`src/rtl/tfla_pkg.sv`:
```
// Shared types and constants of the tagged free-list allocator.
// No dependencies; the register block, the core, the top level and the testbench import this package.
`timescale 1ns / 1ps

package tfla_pkg;

  // Default sizes of the pool and of the version tag.
  localparam int POOL_BLOCKS_DEF = 1024;
  localparam int TAG_BITS_DEF    = 22;

  // Distance below the tag limit at which the near-limit flag rises.
  localparam int unsigned NEAR_MARGIN = 10000;

  // Configuration register widths and reset values.
  localparam int BIU_W   = 11;
  localparam int LIMIT_W = 22;
  localparam logic [BIU_W-1:0]   BIU_RESET   = BIU_W'(1024);
  localparam logic [LIMIT_W-1:0] LIMIT_RESET = LIMIT_W'(4194303);

  // Configuration port geometry.
  localparam int APB_ADDR_W = 3;
  localparam int APB_DATA_W = 32;

  // Register indexes, taken from address bit 2.
  localparam logic [0:0] REG_BLOCKS = 1'b0;
  localparam logic [0:0] REG_LIMIT  = 1'b1;

  // Request codes.
  localparam logic [1:0] REQ_ALLOC = 2'd0;
  localparam logic [1:0] REQ_FREE  = 2'd1;
  localparam logic [1:0] REQ_CHECK = 2'd2;

  // Configuration handed from the register block to the allocator core.
  typedef struct packed {
    logic [BIU_W-1:0]   blocks_in_use;
    logic [LIMIT_W-1:0] tag_limit;
  } cfg_t;

endpackage

```
`src/rtl/tfla_cfg.sv`:
```
// APB-style configuration registers of the tagged free-list allocator.
// Depends on tfla_pkg.
`timescale 1ns / 1ps

module tfla_cfg
  import tfla_pkg::*;
(
  input  logic                  clk,
  input  logic                  rst,
  input  logic                  psel,
  input  logic                  penable,
  input  logic                  pwrite,
  input  logic [APB_ADDR_W-1:0] paddr,
  input  logic [APB_DATA_W-1:0] pwdata,
  output logic [APB_DATA_W-1:0] prdata,
  output logic                  pready,
  output cfg_t                  cfg
);

  logic [BIU_W-1:0]   blocks_in_use;
  logic [LIMIT_W-1:0] tag_limit;
  logic               wr_en;

  // The port never inserts wait states.
  assign pready = 1'b1;
  assign wr_en  = psel && penable && pwrite;

  // Register writes on the access cycle.
  always_ff @(posedge clk) begin
    if (rst) begin
      blocks_in_use <= BIU_RESET;
      tag_limit     <= LIMIT_RESET;
    end else if (wr_en) begin
      case (paddr[2])
        REG_BLOCKS: blocks_in_use <= pwdata[BIU_W-1:0];
        REG_LIMIT:  tag_limit     <= pwdata[LIMIT_W-1:0];
        default:    ;
      endcase
    end
  end

  // Read-back multiplexer.
  always_comb begin
    case (paddr[2])
      REG_BLOCKS: prdata = APB_DATA_W'(blocks_in_use);
      REG_LIMIT:  prdata = APB_DATA_W'(tag_limit);
      default:    prdata = '0;
    endcase
  end

  assign cfg.blocks_in_use = blocks_in_use;
  assign cfg.tag_limit     = tag_limit;

endmodule

```
`config.mk`:
```
export PLATFORM = sky130hd
export DESIGN_NAME = tfla_cfg
export DESIGN_NICKNAME = d
export VERILOG_FILES = /design/src/rtl/tfla_pkg.sv /design/src/rtl/tfla_cfg.sv
export SDC_FILE = /design/constraint.sdc
export NUM_CORES = 1
export LEC_CHECK = 0
export BUFFER_PORTS_ARGS = -buffer_cell sky130_fd_sc_hd__buf_2
export CAP_MARGIN = 0
export CORE_MARGIN = 2
export CORE_UTILIZATION = 38
export CTS_BUF_LIST = sky130_fd_sc_hd__clkbuf_16
export CTS_CLUSTER_SIZE = 10
export DETAILED_ROUTE_END_ITERATION = 8
export PLACE_DENSITY = 0.76
export SETUP_SLACK_MARGIN = 0.5
export SLEW_MARGIN = 15
export SYNTH_ARGS = -nofsm -noshare
export SYNTH_HDL_FRONTEND = slang
export SYNTH_SLANG_ARGS = --single-unit
```
`constraint.sdc`:
```
create_clock -name clk -period 0.8 [get_ports clk]
set_input_delay 0.08 -clock clk [delete_from_list [all_inputs] [get_ports clk]]
set_output_delay 0.08 -clock clk [all_outputs]
set_load 0.05 [all_outputs]
```
* After elaboration in Yosys (flattened, before gate mapping) *
Cells that the tools add are included.

word-level totals
  register bits after elaboration = 33
  latch bits = 0
  RAM bits = 0
  ROM bits = 0
  input bits = 40
  output and inout bits = 66
  word-level logic and storage cells = 8
  memories kept = 0

cells by class
  $add $sub $neg = 0
  multipliers = 0
  divide/modulo/power cells = 0
  order comparisons = 0
  equal/unequal tests = 0
  shift-type cells = 0
  muxes and demuxes = 1
  bitwise operators = 1
  reduce and logical (&&, ||, !) cells = 4

operators by type and width
  kind                                    count
  32-bit one-hot mux with 2 select lines  1
  2-bit AND reduction                     2
  1-bit logical AND                       2
  1-bit NOT                               1

* Logic depth before layout (Yosys ltp) *
Gate-level depths: netlist of run 1.

  word-level depth = 3
  gate-level depth with buffers = 4
  gate-level depth less buffers = 2

* Least setup slack after synthesis of run 1 *
No wires, ideal clock.

  path kind = register to output
  start point = reg tag_limit[11]
  end point = out prdata[11]
  arrival time = 1.128 ns
  data required time = 0.720 ns
  setup slack = -0.408 ns
  stages on the path, launching flop included = 2
  buffers on the path = 0
  cells stage by stage = dfxtp_1 and2_1

on the way
  cells in the longest elaborated chain, start to end = 1

RTL lines
  item                                    RTL line        source
  start: declaration                      tfla_cfg.sv:21  logic [LIMIT_W-1:0] tag_limit;
  start signal: assignment                tfla_cfg.sv:36  REG_LIMIT: tag_limit <= pwdata[LIMIT_W-1:0];
  32-bit one-hot mux with 2 select lines  tfla_cfg.sv:44  case (paddr[2])
  end: declaration                        tfla_cfg.sv:15  output logic [APB_DATA_W-1:0] prdata,

Every way passes these cells. The select of a mux whose other input is x is not followed.

* Worst setup path in the final report of run 1 *
  start point = reg blocks_in_use[3]
  end point = out prdata[3]

on the way
  cells in the longest elaborated chain, start to end = 1

RTL lines
  item                                    RTL line        source
  start: declaration                      tfla_cfg.sv:20  logic [BIU_W-1:0] blocks_in_use;
  start signal: assignment                tfla_cfg.sv:35  REG_BLOCKS: blocks_in_use <= pwdata[BIU_W-1:0];
  32-bit one-hot mux with 2 select lines  tfla_cfg.sv:44

Every way passes these cells. The select of a mux whose other input is x is not followed.

==> results of run 1 <==
## repair_timing
item	in CTS	in global routing
cloned	4	0
gates resized for setup	192	47
setup buffers	9	20
hold endpoints to repair	0	0
pin swaps	22	7
setup endpoints to repair	88	88
## through the flow
stage | worst slack, ns | instance area, um^2 | std cells
3_3_place_gp | -0.175 | 2440 | 321
4_1_cts | -0.327 | 3370 | 341
5_1_grt | -0.342 | 3700 | 361
6_report | -0.328 | 3700 | 361
3_5_place_dp | -0.211 | 2440 | 321
2_1_floorplan | -0.0299 | 1920 | 190
## state kept, by name (all words and copies together), names as in the netlist
signal / cells
blocks_in_use: 11
tag_limit: 22
## power by group
group          internal [mW]  switching, mW  total (mW)  leakage, nW
Clock                   1.11          0.614        1.72       0.0685
Combinational          0.672          0.825        1.50         1.26
Sequential              1.60         0.0355        1.64        0.274
Total                   3.38           1.47        4.85         1.60
## kinds of logic after synthesis
kind of cell	count (synthesis)
and+or+nand+nor	78
muxes	44
DFF	33
buffers and inverters	24
other	2
## worst max path at each step
stage                     start      endpoint  depth (start not counted)
2_1_floorplan  blocks_in_use[0]     prdata[0]                          1
3_3_place_gp           paddr[2]     prdata[5]                          4
3_5_place_dp           paddr[2]  tag_limit[0]                          4
4_1_cts        blocks_in_use[3]     prdata[3]                          2
5_1_grt        blocks_in_use[3]     prdata[3]                          2
6_report       blocks_in_use[3]     prdata[3]                          2
## per-layer routing
metal | track usage (%) | up-vias | wire [um]
met3 | 5.19 | 14 | 359
met2 | 39.4 | 72 | 3310
met1 | 22.8 | 800 | 2010
li1 | - | 832 | -
met4 | 8.33 | 0 | 141
met5 | 0 | - | 0
## area by class of cell
| type | instances | area share (%) |
|---|---|---|
| flip-flops and latches | 33 | 21.2 |
| clock buffers | 5 | 3.38 |
| clock inverters | 2 | 0.203 |
| repair buffers | 136 | 45.5 |
| multi-input cells | 133 | 28.0 |
| well taps | 52 | 1.76 |
## cells in the mapped netlist
master    instances
dfxtp_1          33
mux2_2           11
nor2_1           45
buf_4            12
and2_1           11
clkbuf_1          7
and4_1            1
buf_2             2
conb_1            2
buf_6             1
nand2b_1         20
and4b_1           1
mux2i_1          33
buf_12            2
## worst max-delay path: stages, from the launching register on
cell	delay [ns]
dfxtp_4	0.34
mux2_4	0.28
buf_8	0.15
==> out/qor.yml, run 1 <==
antenna_found_initial: 0
grt_pass1_vias: 1673
p_per_area_nw_per_um2: 1310
gp_congestion: 0.725
synthSimpleGateAreaFrac_pct: 22.7
cts-root-buf: "clkbuf_16"
whs_path_depth: 3
synth_top_area_share_pct: 39.3
worst-r2r-cell-count: 5
worstSetupPathType: "flop to output pin"
cp.required_ns: 0.72
antenna_cells: 0
leakagePower_nw: 1.60
syn_inst: 181
cts_tree: "done"
core_um2: 4290
synthMuxAreaShare_pct: 27.0
chipHeight_um: 70.5
dieArea_um2: 4970
avgSynthCellArea_um2: 9.29
fin_nets: 349
clock_path_buffers: 2
fin_util_pct: 86.2
crit_fanout: 2
worst_slack_ns: -0.328
outcome: "complete, but fails checks"
crit_arrival_ns: 1.05
hp-class: "input pin to flop"
syn_to_final_growth_pct: 120
antenna_left: 0
regArea_um2: 785
ys_ff_latch: 33
grt_max_degree: 34
synth_largest_area_cell: "dfxtp_1"
fillers: 198
synth_fa_ha_area_share_pct: 0
die_w_um: 70.5
finalSetupTns_ns: -10.89
multi_input_area_um2: 1040
rsz0062_at_grt: "true"
grt-ovfl-total: 0
setup_viol: 60
drcViolationCount: 0
drt_iter0_drc: 51
htreeDepth: 2
max_freq_mhz: 887
hold_slack_ns: 0.0612
holdCritStartpoint: "pwdata[5]"
post_drt_wl_per_cell_um: 16.1
initial_core_util_pct: 39.2
regToRegSetupSlack_ns: -0.07
r2r_start: "blocks_in_use[0]"
grt_usage_pct: 21.2
min_to: "blocks_in_use[5]"
drt_wl_total_mm: 5.81
final_common_cell: "buf_6"
syn_area_um2: 1680
power_mw: 4.85
clkTransAtPathRegs_ns: 0.05
grt_pass1_wl_mm: 8.19
yosysSeqAreaShare_pct: 39.3
slew_violations: 0
viasPerCell: 4.76
end_kind: "output pin"
violations: "negative setup slack"
synth_compound_area_share_pct: 0
fin_skew_ns: 0
peakVddDrop_uv: 1020
startpoint_type: "flop"
routed-via-count: 1718
synth_top_family_by_area: "multiplexers"
rr_endpoint: "blocks_in_use[0]"
hold_buffers: 0
final_cell_mix: "buf_6, buf_8, dfxtp_4"
row_count: 24
clock_latency_ns: 0.27
cap_violations: 0
hold_viol: 0
synth_area_leaders: "dfxtp_1, mux2i_1, nor2_1"
drive_above_1_share_pct: 70.2
io_buffer_count: 82
numCtsBuffers: 5
numClockSinks: 33
final.period_utilization_pct: 141
ioPinCount: 106
fin_crit_ns: 1.13
drtPass1Iterations: 4
ys_types: 14
yosysWarningCount: 0
synthXorXnorAreaFrac_pct: 0
hpwl_mm: 2.81
Power figures use the tool's default switching activity.
==> run 2: changes to the inputs <==
CORE_ASPECT_RATIO = 1.75   (was not set)
CORE_MARGIN = 1.5   (was 2)
==> run 2 against run 1 <==
  * Combinational power up 6%
  * Largest cell class unchanged
  * Worst hold slack better by 0.028 ns
  * Critical path depth unchanged
  * Sequential share of layout area down 0.95 points
  * Non-clock buffer count up 8
  * Global-route usage up 3.0 points
  * The run still ends with negative setup slack left
  * Cell count up 1.7%
  * Clock power up 6%
  * First-iteration DRC count down 27%
  * Design area up 4.7%
  * Clock skew unchanged
==> out/qor.yml, run 2 (synthesis gave the netlist of run 1 again) <==
drcViolationCount: 0
numCtsBuffers: 5
chipHeight_um: 91
hold_slack_ns: 0.0895
final.period_utilization_pct: 142
grt-ovfl-total: 0
cts-root-buf: "clkbuf_16"
post_drt_wl_per_cell_um: 22.4
fin_nets: 357
crit_fanout: 2
drtPass1Iterations: 4
clock_latency_ns: 0.27
fillers: 139
clkTransAtPathRegs_ns: 0.05
fin_skew_ns: 0
slew_violations: 0
drt_wl_total_mm: 8.22
cap_violations: 0
cts_tree: "done"
gp_congestion: 0.769
peakVddDrop_uv: 1520
numClockSinks: 33
htreeDepth: 2
final_cell_mix: "buf_6, buf_8, dfxtp_4"
routed-via-count: 1860
startpoint_type: "flop"
rsz0062_at_grt: "true"
drt_iter0_drc: 37
dieArea_um2: 4850
viasPerCell: 5.07
fin_crit_ns: 1.14
end_kind: "output pin"
grt_pass1_vias: 1744
clock_path_buffers: 2
violations: "negative setup slack"
io_buffer_count: 82
outcome: "complete, but fails checks"
grt_pass1_wl_mm: 8.65
core_um2: 4190
setup_viol: 66
cp.required_ns: 0.72
ioPinCount: 106
regMostFlops: "tag_limit"
largest_reg_flops: 22
leakagePower_nw: 1.68
reg_top3: "tag_limit (22), blocks_in_use (11)"
regToRegSetupSlack_ns: -0.16
hpwl_mm: 2.91
syn_to_final_growth_pct: 130
antenna_found_initial: 0
hold_buffers: 0
row_count: 31
worstSetupPathType: "flop to output pin"
initial_core_util_pct: 40.1
grt_usage_pct: 24.2
power_mw: 5.05
hold_viol: 0
antenna_cells: 0
drive_above_1_share_pct: 73.9
p_per_area_nw_per_um2: 1300
hp-class: "input pin to flop"
max_freq_mhz: 877
die_w_um: 53.3
crit_arrival_ns: 1.06
final_common_cell: "buf_6"
antenna_left: 0
worst_slack_ns: -0.340
grt_max_degree: 50
==> run 2: cell types whose count changed in the layout (fill, tap and decap cells not counted), moves of 3 or more <==
cell      before  now
buf_6         51   57
nand2b_1      19   13
nor2_4         6   16
nor2_1        30   25
buf_4          1    4
nor2_2         9    4
nand2b_4       1    7
==> run 2: routing by layer <==
| metal | vias to the layer above | track usage (%) | part of all wire (%) |
|---|---|---|---|
| met3 | 24 | 2.96 | 5.5 |
| li1 | 838 | - | - |
| met2 | 96 | 46.7 | 56 |
| met5 | - | 0 | 0 |
| met4 | 0 | 7.48 | 3.7 |
| met1 | 902 | 24.8 | 35 |
==> run 2: final cells by class <==
type                       instances  area, um^2  share of cell area [%]
clock buffer                       5         125                    3.23
clock inverter                     3        13.8                   0.355
multi-input combinational        133        1130                    29.3
sequential                        33         785                    20.2
tap                               49        61.3                    1.58
timing repair buffer             144        1760                    45.3
==> run 2: per-stage QoR <==
stage               TNS (ns)  instance area [um^2]  setup slack [ns]  std cells  util (%)
floorplan             -0.329                  1920           -0.0299        190         -
global placement       -7.69                  2450            -0.175        322      58.5
detailed placement     -8.12                  2450            -0.220        322      58.5
CTS                    -9.73                  3380            -0.315        343      80.8
global route          -13.78                  3870            -0.352        367      92.5
finish                -12.78                  3870            -0.340        367      92.5
==> run 2: repair_timing <==
item	CTS	global route
buffers inserted	10	24
pin swaps	17	8
resized for setup	187	74
gates cloned	3	0
hold endpoints to repair	0	0
setup endpoints to repair	88	88
==> run 2: critical path, stage by stage (launching register included) <==
cell,delay (ns)
dfxtp_4,0.34
mux2_4,0.29
buf_6,0.16
==> run 2: final timing paths <==
| check | startpoint | end | cells past startpoint |
|---|---|---|---|
| hold / removal | pwdata[4] | tag_limit[4] | 3 |
| hold reg to reg | tag_limit[2] | tag_limit[2] | 2 |
| setup reg to reg | blocks_in_use[8] | blocks_in_use[8] | 5 |
| setup / recovery | blocks_in_use[4] | prdata[4] | 2 |
==> run 2: report_power, final <==
group / internal, mW / switching (mW) / total, mW
registers: 1.60 / 0.0375 / 1.64
clock network: 1.13 / 0.690 / 1.82
logic: 0.691 / 0.904 / 1.59
total: 3.42 / 1.63 / 5.05
==> run 3: changes to the inputs <==
CORE_UTILIZATION = 42   (was 38)
PLACE_DENSITY = 0.79   (was 0.76)
clock period = 1.2 ns   (was 0.8 ns; I/O delays follow)
==> run 3 against run 2 <==
  * The run now ends clean
  * Clock-buffer cell count stayed put
  * Routed wire length is 13% lower
  * Global-route usage is 0.60 points lower
  * Largest cell class unchanged
  * Highest routed layer unchanged
  * Non-clock buffer count is 16 lower
==> out/qor.yml, run 3 (synthesis gave the netlist of run 1 again) <==
cts_tree: "done"
antenna_left: 0
netSwitchingPower_mw: 1.04
grt_max_degree: 66
outcome: "complete, no violations"
reg_top3: "tag_limit (22), blocks_in_use (11)"
fin_skew_ns: 0
max_stage_delay_ns: 0.35
drt_wl_total_mm: 7.14
numCtsBuffers: 5
viasPerCell: 5.13
fin_nets: 341
drcViolationCount: 0
place_area_um2: 2270
crit_chain: "mux2_4 -> buf_8"
layoutNonFillerInstCount: 350
antenna_cells: 0
intPower_mw: 2.24
rsz0062_at_grt: "true"
drive_above_1_share_pct: 67.2
initial_core_util_pct: 43.5
chipHeight_um: 86.7
io_buffer_count: 82
sequentialPowerShare_pct: 33.2
fin_util_pct: 92.8
fillers: 126
clock_latency_ns: 0.27
cts-root-buf: "clkbuf_16"
core_um2: 3870
crit_fanout: 2
crit_arrival_ns: 1.07
post_drt_wl_per_cell_um: 20.4
largest_reg_flops: 22
cp.required_ns: 1.08
finalSetupTns_ns: 0
final_cell_mix: "buf_8, buf_6, nor2_1"
hold_buffers: 0
grt-ovfl-total: 0
fin_crit_ns: 1.19
slowest_stage: "dfxtp_4"
slew_headroom_pct: 65.6
final_common_cell: "buf_8"
clkTransAtPathRegs_ns: 0.05
cp_num_buf_inv: 1
gp_congestion: 0.681
peakVddDrop_uv: 1370
syn_to_final_growth_pct: 113
hp-class: "input pin to flop"
grt_pass1_vias: 1596
critical_path.top_delay_family: "flip-flops"
hold_slack_ns: 0.114
ioPinCount: 106
grt_pass1_wl_mm: 7.79
drt_iter0_drc: 61
p_per_area_nw_per_um2: 916
grt_usage_pct: 23.5
regArea_um2: 785
hpwl_mm: 2.66
antenna_found_initial: 0
power_frac_clock_pct: 36.6
row_count: 30
worstSetupPathType: "flop to output pin"
routed-via-count: 1797
clock_path_buffers: 2
final.period_utilization_pct: 99.0
max_freq_mhz: 842
leakagePower_nw: 1.54
hold_viol: 0
dieArea_um2: 4410
cap_violations: 0
slew_violations: 0
startpoint_type: "flop"
regMostFlops: "tag_limit"
p_comb_share_pct: 30.2
placed_cells: 300
final_area_um2: 3590
end_kind: "output pin"
multi_input_area_um2: 1020
drtPass1Iterations: 4
die_w_um: 50.8
setup_viol: 0
swShare_pct: 31.7
htreeDepth: 2
numClockSinks: 33
worst_slew_pin_slew_ns: 0.515
[run 3: path summary, 6_finish.rpt]
check | depth (start not counted) | end | slack (ns) | start
worst max-delay path | 2 | prdata[8] | 0.01 | blocks_in_use[8]
worst min-delay path | 3 | blocks_in_use[2] | 0.11 | pwdata[2]
worst min register to register | 2 | blocks_in_use[2] | 0.51 | blocks_in_use[2]
worst max register to register | 5 | blocks_in_use[5] | 0.16 | blocks_in_use[5]
[run 3: metal layers]
metal	up-vias	GRT usage, %	wire [um]
li1	806	-	-
met1	876	24.9	2550
met2	97	44.7	4010
met3	18	4.48	363
met4	0	8.60	222
met5	-	0	0
[run 3: metrics by stage]
step / setup WS (ns) / total power [mW]
after floorplan: 0.330 / 1.67
after global placement: -0.0165 / 1.77
after detailed placement: -0.0630 / 1.78
after CTS: 0.0430 / 3.15
after global routing: 0.00436 / 3.39
final: 0.0119 / 3.28
[run 3: timing repair]
| action | CTS | global route |
|---|---|---|
| pin swaps | 4 | 6 |
| cloned | 2 | 2 |
| resized for setup | 159 | 69 |
| endpoints found under the setup margin | 88 | 87 |
| buffers inserted | 13 | 25 |
[run 3: power by group through the flow]
| stage | Clock, mW | Combinational (mW) | Sequential, mW |
|---|---|---|---|
| floorplan | 0 | 0.482 | 1.19 |
| global placement | 0 | 0.670 | 1.10 |
| detailed placement | 0 | 0.676 | 1.11 |
| CTS | 1.20 | 0.857 | 1.09 |
| global route | 1.28 | 1.02 | 1.09 |
| finish | 1.20 | 0.992 | 1.09 |
[run 3: cell type report]
cell class / instances / area share [%]
clock buffer: 5 / 3.49
clock inverter: 3 / 0.349
multi-input combinational: 133 / 28.5
sequential: 33 / 21.9
tap: 48 / 1.67
timing repair buffer: 128 / 44.2
[run 3: worst register-to-register path: stages (launching register included)]
cell and delay (ns):
dfxtp_4 0.34, buf_6 0.11, buf_6 0.11, buf_6 0.11, nand2b_1 0.11, mux2i_1 0.12
